<file path="src/rtl/core/msb_pkg.sv">
// ---------------------------------------------------------------------------
// msb_pkg
// Shared types and codes for the multi-stack shared buffer.
// ---------------------------------------------------------------------------
`default_nettype none

package msb_pkg;

  localparam logic OP_PUSH = 1'b0;
  localparam logic OP_POP  = 1'b1;

  localparam logic [1:0] STATUS_DONE  = 2'd0;
  localparam logic [1:0] STATUS_FULL  = 2'd1;
  localparam logic [1:0] STATUS_EMPTY = 2'd2;

  typedef enum logic {
    ST_IDLE,
    ST_EXEC
  } state_t;

  // free list control
  typedef struct packed {
    logic rd_en;    // fetch slot at top of free list
    logic alloc;    // take that slot
    logic recycle;  // return a slot
  } fl_ctrl_t;

  // slot store control
  typedef struct packed {
    logic rd_en;
    logic wr_en;
  } ss_ctrl_t;

endpackage

`default_nettype wire

</file>
<file path="src/rtl/core/msb_slot_store.sv">
// ---------------------------------------------------------------------------
// msb_slot_store
// Value and link memories, one write port and one registered read port each.
// ---------------------------------------------------------------------------
`default_nettype none

module msb_slot_store #(
  parameter int SLOTS     = 64,
  parameter int DATA_BITS = 32
) (
  input  wire                        clk,
  input  msb_pkg::ss_ctrl_t          ctrl,
  input  wire  [$clog2(SLOTS)-1:0]   rd_addr,
  input  wire  [$clog2(SLOTS)-1:0]   wr_addr,
  input  wire  [DATA_BITS-1:0]       wr_data,
  input  wire  [$clog2(SLOTS)-1:0]   wr_next,
  output logic [DATA_BITS-1:0]       rd_data,
  output logic [$clog2(SLOTS)-1:0]   rd_next
);

  localparam int IW = $clog2(SLOTS);

  logic [DATA_BITS-1:0] data_mem [SLOTS];
  logic [IW-1:0]        next_mem [SLOTS];

  always_ff @(posedge clk) begin
    if (ctrl.wr_en) begin
      data_mem[wr_addr] <= wr_data;
      next_mem[wr_addr] <= wr_next;
    end
    if (ctrl.rd_en) begin
      rd_data <= data_mem[rd_addr];
      rd_next <= next_mem[rd_addr];
    end
  end

endmodule

`default_nettype wire

</file>
<file path="src/rtl/core/msb_free_list.sv">
// ---------------------------------------------------------------------------
// msb_free_list
// Free-slot stack in a memory with a fill count. Entries below the low-water
// mark were never overwritten and read as their own index.
// ---------------------------------------------------------------------------
`default_nettype none

module msb_free_list #(
  parameter int SLOTS = 64
) (
  input  wire                          clk,
  input  wire                          rst,
  input  msb_pkg::fl_ctrl_t            ctrl,
  input  wire  [$clog2(SLOTS)-1:0]     recycle_slot,
  output logic [$clog2(SLOTS)-1:0]     alloc_slot,
  output logic                         none_free,
  output logic                         all_free
);

  localparam int IW = $clog2(SLOTS);
  localparam int CW = $clog2(SLOTS + 1);

  logic [IW-1:0] mem [SLOTS];
  logic [CW-1:0] count;
  logic [CW-1:0] low_mark;
  logic [CW-1:0] count_dec;
  logic [IW-1:0] rd_q;
  logic [IW-1:0] addr_q;
  logic          fresh_q;

  assign count_dec  = count - CW'(1);
  assign none_free  = (count == '0);
  assign all_free   = (count >= CW'(SLOTS));
  assign alloc_slot = fresh_q ? addr_q : rd_q;

  always_ff @(posedge clk) begin
    if (rst) begin
      count    <= CW'(SLOTS);
      low_mark <= CW'(SLOTS);
    end else if (ctrl.alloc) begin
      count <= count_dec;
      if (count_dec < low_mark) begin
        low_mark <= count_dec;
      end
    end else if (ctrl.recycle) begin
      count <= count + CW'(1);
    end
  end

  always_ff @(posedge clk) begin
    if (ctrl.recycle) begin
      mem[count[IW-1:0]] <= recycle_slot;
    end
    if (ctrl.rd_en) begin
      rd_q    <= mem[count_dec[IW-1:0]];
      addr_q  <= count_dec[IW-1:0];
      fresh_q <= (count_dec < low_mark);
    end
  end

endmodule

`default_nettype wire

</file>
<file path="src/rtl/core/multi_stack_shared_buffer.sv">
// ---------------------------------------------------------------------------
// multi_stack_shared_buffer
// Several LIFO stacks linked through one shared slot store, with a free list.
// ---------------------------------------------------------------------------
//  channel | direction | handshake           | word
//  --------+-----------+---------------------+---------------------------
//  in      | input     | in_valid / in_stall | op, stack_id, push_value
//  out     | output    | out_valid/out_stall | status, pop_value
//
//  Each word: accept plus memory read in ST_IDLE, then update and write
//  back of the slot, link and free-list RAMs (one read port each) in ST_EXEC.
//  in_stall is high during the update cycle; the update waits while a
//  finished result is stalled in the output register.
//  Reset: all stacks empty, all slots free; no clearing pass.
// ---------------------------------------------------------------------------
`default_nettype none

module multi_stack_shared_buffer #(
  parameter int NUM_STACKS = 4,
  parameter int SLOTS      = 64,
  parameter int DATA_BITS  = 32
) (
  input  wire                clk,
  input  wire                rst,
  input  wire                in_valid,
  output logic               in_stall,
  input  wire                op,
  input  wire  [1:0]         stack_id,
  input  wire  signed [31:0] push_value,
  output logic               out_valid,
  input  wire                out_stall,
  output logic [1:0]         status,
  output logic signed [31:0] pop_value
);

  localparam int IW = $clog2(SLOTS);
  localparam int SW = (NUM_STACKS > 1) ? $clog2(NUM_STACKS) : 1;

  msb_pkg::state_t   state, state_next;
  msb_pkg::fl_ctrl_t fl_ctrl;
  msb_pkg::ss_ctrl_t ss_ctrl;

  logic [IW-1:0] top_idx [NUM_STACKS];
  logic          top_vld [NUM_STACKS];

  logic          accept, finish;
  logic [6:0]    id_ext;
  logic [SW-1:0] id_sel;
  logic          id_ok, cur_vld, push_ok, pop_ok;
  logic [IW-1:0] cur_idx;
  logic          none_free, all_free;
  logic [IW-1:0] alloc_slot;
  logic [DATA_BITS-1:0] rd_data;
  logic [IW-1:0] rd_next;
  logic [DATA_BITS-1:0] wr_data;
  logic [IW-1:0] wr_next;
  logic [63:0]   val_ext, rd_ext;

  logic                 op_q, ok_q, cur_vld_q;
  logic [SW-1:0]        id_q;
  logic [IW-1:0]        cur_idx_q;
  logic [DATA_BITS-1:0] val_q;
  logic [1:0]           status_q;

  assign id_ext  = 7'(stack_id);
  assign id_sel  = id_ext[SW-1:0];
  assign id_ok   = (32'(stack_id) < NUM_STACKS);
  assign cur_vld = id_ok && top_vld[id_sel];
  assign cur_idx = top_idx[id_sel];
  assign push_ok = (op == msb_pkg::OP_PUSH) && id_ok && !none_free;
  assign pop_ok  = (op == msb_pkg::OP_POP) && cur_vld && !all_free;

  assign val_ext = {32'b0, push_value};
  assign rd_ext  = 64'(rd_data);
  assign wr_next = cur_vld_q ? cur_idx_q : alloc_slot;

  always_comb begin
    state_next = state;
    case (state)
      msb_pkg::ST_IDLE: if (in_valid) state_next = msb_pkg::ST_EXEC;
      msb_pkg::ST_EXEC: if (!out_valid || !out_stall) state_next = msb_pkg::ST_IDLE;
      default:          state_next = msb_pkg::ST_IDLE;
    endcase
  end

  always_comb begin
    in_stall        = 1'b1;
    accept          = 1'b0;
    finish          = 1'b0;
    fl_ctrl         = '0;
    ss_ctrl         = '0;
    case (state)
      msb_pkg::ST_IDLE: begin
        in_stall      = 1'b0;
        accept        = in_valid;
        fl_ctrl.rd_en = in_valid && push_ok;
        ss_ctrl.rd_en = in_valid && pop_ok;
      end
      msb_pkg::ST_EXEC: begin
        finish          = !out_valid || !out_stall;
        fl_ctrl.alloc   = finish && ok_q && (op_q == msb_pkg::OP_PUSH);
        fl_ctrl.recycle = finish && ok_q && (op_q == msb_pkg::OP_POP);
        ss_ctrl.wr_en   = fl_ctrl.alloc;
      end
      default: begin
        in_stall = 1'b1;
      end
    endcase
  end

  always_ff @(posedge clk) begin
    if (rst) begin
      state <= msb_pkg::ST_IDLE;
    end else begin
      state <= state_next;
    end
  end

  always_ff @(posedge clk) begin
    if (accept) begin
      op_q      <= op;
      ok_q      <= push_ok || pop_ok;
      id_q      <= id_sel;
      cur_vld_q <= cur_vld;
      cur_idx_q <= cur_idx;
      val_q     <= val_ext[DATA_BITS-1:0];
      if (op == msb_pkg::OP_PUSH) begin
        status_q <= push_ok ? msb_pkg::STATUS_DONE : msb_pkg::STATUS_FULL;
      end else begin
        status_q <= pop_ok ? msb_pkg::STATUS_DONE : msb_pkg::STATUS_EMPTY;
      end
    end
  end

  assign wr_data = val_q;

  // stack top pointers
  always_ff @(posedge clk) begin
    if (rst) begin
      for (int i = 0; i < NUM_STACKS; i++) begin
        top_vld[i] <= 1'b0;
      end
    end else if (fl_ctrl.alloc) begin
      top_vld[id_q] <= 1'b1;
      top_idx[id_q] <= alloc_slot;
    end else if (fl_ctrl.recycle) begin
      top_vld[id_q] <= (rd_next != cur_idx_q);
      top_idx[id_q] <= rd_next;
    end
  end

  // result register
  always_ff @(posedge clk) begin
    if (rst) begin
      out_valid <= 1'b0;
    end else if (finish) begin
      out_valid <= 1'b1;
    end else if (!out_stall) begin
      out_valid <= 1'b0;
    end
  end

  always_ff @(posedge clk) begin
    if (finish) begin
      status    <= status_q;
      pop_value <= fl_ctrl.recycle ? signed'(rd_ext[31:0]) : 32'sd0;
    end
  end

  msb_free_list #(
    .SLOTS (SLOTS)
  ) u_free (
    .clk          (clk),
    .rst          (rst),
    .ctrl         (fl_ctrl),
    .recycle_slot (cur_idx_q),
    .alloc_slot   (alloc_slot),
    .none_free    (none_free),
    .all_free     (all_free)
  );

  msb_slot_store #(
    .SLOTS     (SLOTS),
    .DATA_BITS (DATA_BITS)
  ) u_store (
    .clk     (clk),
    .ctrl    (ss_ctrl),
    .rd_addr (cur_idx),
    .wr_addr (alloc_slot),
    .wr_data (wr_data),
    .wr_next (wr_next),
    .rd_data (rd_data),
    .rd_next (rd_next)
  );

endmodule

`default_nettype wire

</file>
<file path="config.mk">
export PLATFORM = sky130hd
export DESIGN_NAME = multi_stack_shared_buffer
export DESIGN_NICKNAME = d
export VERILOG_FILES = /design/src/rtl/core/msb_pkg.sv /design/src/rtl/core/msb_slot_store.sv /design/src/rtl/core/msb_free_list.sv /design/src/rtl/core/multi_stack_shared_buffer.sv
export SDC_FILE = /design/constraint.sdc
export NUM_CORES = 2
export LEC_CHECK = 0
export ABC_CLOCK_PERIOD_IN_PS = 8300
export BUFFER_PORTS_ARGS = -buffer_cell sky130_fd_sc_hd__buf_2
export CAP_MARGIN = 30
export CORE_ASPECT_RATIO = 2
export CORE_UTILIZATION = 25
export CTS_CLUSTER_SIZE = 12
export DETAILED_ROUTE_END_ITERATION = 8
export SLEW_MARGIN = 20
export SYNTH_ARGS = -nofsm -noshare
export SYNTH_HDL_FRONTEND = slang
export SYNTH_SLANG_ARGS = --single-unit
</file>
<file path="constraint.sdc">
create_clock -name clk -period 8.3 [get_ports clk]
set_clock_uncertainty 0.05 [all_clocks]
set_input_delay 1.66 -clock clk [delete_from_list [all_inputs] [get_ports clk]]
set_output_delay 1.66 -clock clk [all_outputs]
set_load 0.05 [all_outputs]
</file>
# Word level (Yosys, flattened, before mapping)
# Memories as Yosys holds them, arrays and structs flattened. A register that Yosys moved wholly into a read port is not among the register bits.
# Cells that the tools add are included.
# W data, S select, Z words.
# totals
ff_bits,102
mem_bits_rw,2844
in_bits,39
output_inout_bits,36
word_cells,85
n_memories,5
# classes
add_sub_neg,2
order_cmp,2
n_eq_ne,2
muxes,36
n_bitwise,5
n_reduce_logical,18
# mem_list
memory,depth,word_bits,rd,rd_ports_with_merged_regs,write_ports,line_no,source
u_store.data_mem,64,32,1,1,1,msb_slot_store.sv:23,logic [DATA_BITS-1:0] data_mem [SLOTS];
u_free.mem,64,6,1,1,1,msb_free_list.sv:23,logic [IW-1:0] mem [SLOTS];
u_store.next_mem,64,6,1,1,1,msb_slot_store.sv:24,logic [IW-1:0] next_mem [SLOTS];
top_idx,4,6,1,0,1,multi_stack_shared_buffer.sv:43,logic [IW-1:0] top_idx [NUM_STACKS];
top_vld,4,1,1,0,4,multi_stack_shared_buffer.sv:44,logic top_vld [NUM_STACKS];
# ops
op,n
$mux W1,26
$mux W6,3
$mux W7,2
$logic_and A1 B1 Y1,8
$mux W2,4
$add A7 B1 Y7 const B,1
$ge A7 B7 Y1 const B,1
$logic_not A7 Y1,1
$lt A7 B7 Y1,1
$sub A7 B1 Y7 const B,1
$ne A6 B6 Y1,1
$logic_not A1 Y1,4
$not A1 Y1,3
$logic_or A1 B1 Y1,2
$ne A2 B1 Y1 const B,1
$or A1 B1 Y1,2
$pmux W1 S2,1
$reduce_and A2 Y1,1
$reduce_bool A2 Y1,1
$reduce_or A1 Y1,1

# Longest topological paths before layout
# logic_depth
word_depth,12
mapped_depth,18
mapped_depth_nobuf,11

# Cells and area by module
# From an unflattened synthesis, not the netlist that was laid out.
# unflattened
cells_unflattened,5089
area_unflattened_um2,113938.0
# modules_own_cells
mod,instances,cells_per_inst,area_per_inst_um2,seq_area_each_um2
msb_slot_store,1,3967,93293.2,74171.1
msb_free_list,1,909,16558.4,12201.7
multi_stack_shared_buffer,1,213,4086.4,3253.1

# Worst setup path after synthesis
# OpenSTA, ideal clock, no wires.
# synth_timing
path_type,input port to flip-flop
from,input out_stall
to,"memory u_store.data_mem[48][0], enable pin"
setup_time_ps,433
arrival_ps,7333
required_time_ps,7817
path_slack_ps,483
stages,5
n_path_buf,0
cell_sequence,a21boi_0 nand2_1 nor2_1 nand4_1 nor2_1
# synth_via
elab_chain_cells,7
# synth_lines
element,line_no,source
from (decl),multi_stack_shared_buffer.sv:31,"input wire out_stall,"
$logic_not A1 Y1,--,
$logic_or A1 B1 Y1,multi_stack_shared_buffer.sv:100,finish = !out_valid || !out_stall;
$logic_and A1 B1 Y1 (2 in a row),multi_stack_shared_buffer.sv:101,fl_ctrl.alloc = finish && ok_q && (op_q == msb_pkg::OP_PUSH);
$mux W1,multi_stack_shared_buffer.sv:92,case (state)
$mux W1,msb_slot_store.sv:27,if (ctrl.wr_en) begin
$mux W1 (implied by the code),msb_slot_store.sv:28,data_mem[wr_addr] <= wr_data;
to (decl),msb_slot_store.sv:23,
# No other way between the ends.

# Final worst setup path
# layout_timing
from,input stack_id[1]
to,register u_store.rd_data[27] (read register of u_store.data_mem) (data pin)
# layout_via
elab_chain_cells,5
word_cells_on_any_way,6
cone_classes,1 x mux; 3 x reduce/logical; 2 x memory
# layout_lines
element,line_no,source
from (decl),multi_stack_shared_buffer.sv:28,"input wire [1:0] stack_id,"
$mem_v2 Z4 W1,--,
$logic_and A1 B1 Y1 (2 in a row),multi_stack_shared_buffer.sv:71,assign pop_ok = (op == msb_pkg::OP_POP) && cur_vld && !all_free;
$logic_and A1 B1 Y1,multi_stack_shared_buffer.sv:97,ss_ctrl.rd_en = in_valid && pop_ok;
$mux W1,multi_stack_shared_buffer.sv:92,
to (decl),msb_slot_store.sv:17,"output logic [DATA_BITS-1:0] rd_data,"
# Parallel ways exist; a longest one is shown, timed or not.
# A chain may end at the register's enable or synchronous reset.

==> results by group <==
Die
  • I/O pins: 75
  • Core Rows: 352
  • Die Y: 962 um
  • Starting Density: 25.1%
  • Chip width: 482 um
  • Die area: 0.464 mm2
  • Core Footprint: 0.459 mm2

Synthesis
  • Most frequent cell after synthesis: edfxtp_1
  • Number of synthesized flops with an enable pin: 2,974
  • Asr flop ratio synth: 0%
  • Synthesized cell area: 0.115 mm2
  • Synth top cells by count: 2,974 x edfxtp_1, 525 x mux4_2, 512 x nand2_1
  • Count of cell types in the netlist: 71
  • Top cells by area, synth: edfxtp_1 77%, mux4_2 10%, mux2i_1 1.8%
  • Seq cells post-synth: 2,990
  • Synth Area per Inst: 19.6 um2
  • Mapped Cells: 5,871
  • Top cell type by total area after synthesis: edfxtp_1
  • Synth top area share: 77.4%
  • Main synth FF type: edfxtp_1
  • Syn. warnings: 0
  • Post-synthesis sequential area ratio: 77.7%
  • Synth Net Count: 5,918

Setup path
  • CP max FO: 14
  • Startpoint types: primary input
  • Critical Path RT: 8.92 ns
  • Crit path arrival time: 6.45 ns
  • Crit-path slowest cell: o22ai_1
  • Crit path cell chain: buf_2 > mux2i_1 > mux2_2 > inv_1 > nand2_1 > buf_16 > nor2_1 > o221ai_1 > o22ai_1 > nor3_1 > and3_1
  • Setup CP Type: in2reg
  • Largest stage delay on the critical path: 0.85 ns
  • CP Capture Type: register

Detailed routing
  • WL/cell: 30.7 um
  • Antenna-violating nets left: 0
  • Wirelength, routed: 378,000 um
  • 1st-iter DRT viols: 7,468
  • Met3 wire length: 26,600 um
  • Via/cell ratio: 4.99
  • Metal-1 WL: 119,000 um
  • Via count: 61.5k
  • Pre-antenna DRT Iters: 9
  • Met2 WL: 200,000 um
  • DRC errors left: 2
  • DR top layer: met5

Clock tree
  • CTS clk-pin slew, worst paths: 0.07 ns
  • Setup Fix Bufs, Post-CTS: 0
  • Maximum clock path buffer count: 4
  • Clock sink count: 2,990
  • CTS resizes: 0
  • CTS tree: done
  • Htree depth: 5
  • Total CTS buffers: 293
  • Hold buffers post-CTS: 0
  • Clk_lat worst skew: 0.95 ns
  • CTS root buffer: clkbuf_16

Place
  • DP HPWL: 237,000 um
  • Placed cell area: 0.124 mm2
  • Port-buffer cells: 74
  • RD Place Congestion: 0.885
  • Number of instances in the placed design: 11.9k

Run status
  • Outcome: finished with violations
  • Failing checks: DRC

STA
  • Final Max Slew Viols: 0
  • Setup TNS: 0 ns
  • Post-layout min period: 5.83 ns
  • Max-slew headroom: 18.1%
  • Final hold viol count: 0
  • RSZ-0062 raised after global routing: false
  • Least-Margin Pin Slew: 1.23 ns
  • Final worst-path cycle share: 70.3%
  • # setup viols final: 0
  • Max Fclk: 0.171 GHz

Cells and area
  • Final core occ: 28.9%
  • Post-Layout Cell Count: 12.3k
  • Layout cells sized above 1: 21.2%
  • # nets final: 6,224
  • Final instance area: 0.133 mm2
  • Area Growth Syn to Fin: 15.0%

GRT
  • Total grt overflow: 0
  • Tot GR Track Use: 15.9%
  • Initial antenna violation count: 27
  • First-pass GRT wire length: 513,000 um
  • Vias in the first global route: 62.9k
  • Largest net degree at the start of global routing: 111

Flow run
  • Max Cap Viol: 0

Pwr
  • Power Density: 234 mW/mm2
  • Overall power: 31.0 mW
  • Worst IR Drop VDD: 0.175 mV
  • Leakage Power: 40.4 nW

Min path
  • Hold crit path type: reg2reg
==> state kept, by name, indices dropped and copies added, names as in the netlist, 6 cells and up <==
signal / cells
u_store.rd_next: 6
u_free.rd_q: 6
top_idx: 24
u_store.rd_data: 32
pop_value: 32
u_free.count: 7
val_q: 32
u_free.addr_q: 6
u_free.mem: 384
cur_idx_q: 6
u_store.next_mem: 384
u_free.low_mark: 7
u_store.data_mem: 2048
==> cell type report <==
class | count | area, um2
Clock buffer | 312 | 7430
Multi-Input combinational cell | 2523 | 24400
Inverter | 28 | 151
Sequential cell | 2990 | 89600
Tap cell | 6018 | 7530
Antenna cell | 83 | 208
Fill cell | 44500 | 327000
Timing Repair Buffer | 341 | 2850
Clock inverter | 28 | 448
==> layout by cell type, fill, tap and decap left out, types with 43 or more instances in the layout <==
master     count
o22ai_1       56
a221oi_1      45
clkbuf_16    294
nor2b_1       56
a211oi_1      72
nand2_1      511
a31oi_1       55
buf_2         78
mux2i_1      211
nor2_4        71
mux4_2       525
buf_4        228
nor2_1       137
o21ai_0       57
a21oi_1      155
edfxtp_1    2974
a22oi_1       43
nand3_1      157
diode_2       83
==> worst max-delay path, delay by kind of cell <==
kind	cells	cell delay [ns]
buffers and inverters	3	1.37
AO/OA/AOI/OAI	2	1.22
AND/OR/NAND/NOR	4	1.59
multiplexers	2	0.58
==> metal layers <==
layer  vias to the layer above  global-route usage [%]
li1                      24400                       -
met1                     32600                    16.1
met2                      3471                    29.0
met3                       994                    2.39
met4                         8                    12.4
met5                         -                       0
==> kinds of logic (layout without fill, tap and decap cells) <==
group                      after synthesis  after routing  synth area share, %
buffers and inverters                  358            709                 1.77
AOI/OAI and AO/OA                      651            651                 3.82
and+or+nand+nor                       1088           1088                 4.16
xor gates and xnor gates                14             14                0.106
DFF                                   2990           2990                 77.7
muxes                                  762            762                 12.3
other                                    0             83                    0
adders and majority gates                8              8               0.0868
==> metrics by stage <==
| step | setup slack [ns] | hold WS [ns] |
|---|---|---|
| floorplan | 0.483 | 0.350 |
| global placement | 0.782 | 0.430 |
| detailed placement | 1.62 | 0.427 |
| CTS | 2.60 | 0.436 |
| global route | 2.55 | 0.464 |
| finish | 2.47 | 0.442 |
==> where the power goes <==
part / internal [mW] / switching (mW) / total [mW] / leakage [nW]
Combinational: 0.652 / 1.55 / 2.21 / 9.66
Clock: 6.39 / 5.64 / 12.0 / 3.85
Sequential: 16.8 / 0.0391 / 16.8 / 26.9
Total: 23.8 / 7.23 / 31.0 / 40.4
==> final timing paths <==
check	to	cells past startpoint	slack (ns)	startpoint
min reg2reg	u_free.low_mark[0]$_SDFFE_PP0P_	2	0.44	u_free.low_mark[0]$_SDFFE_PP0P_
min	u_free.low_mark[0]$_SDFFE_PP0P_	2	0.44	u_free.low_mark[0]$_SDFFE_PP0P_
max reg2reg	u_store.rd_data[27]$_DFFE_PP_	10	3.36	top_idx[1][5]$_DFFE_PP_
max	u_store.rd_data[27]$_DFFE_PP_	11	2.47	stack_id[1]
(Power assumes the default switching activity.)
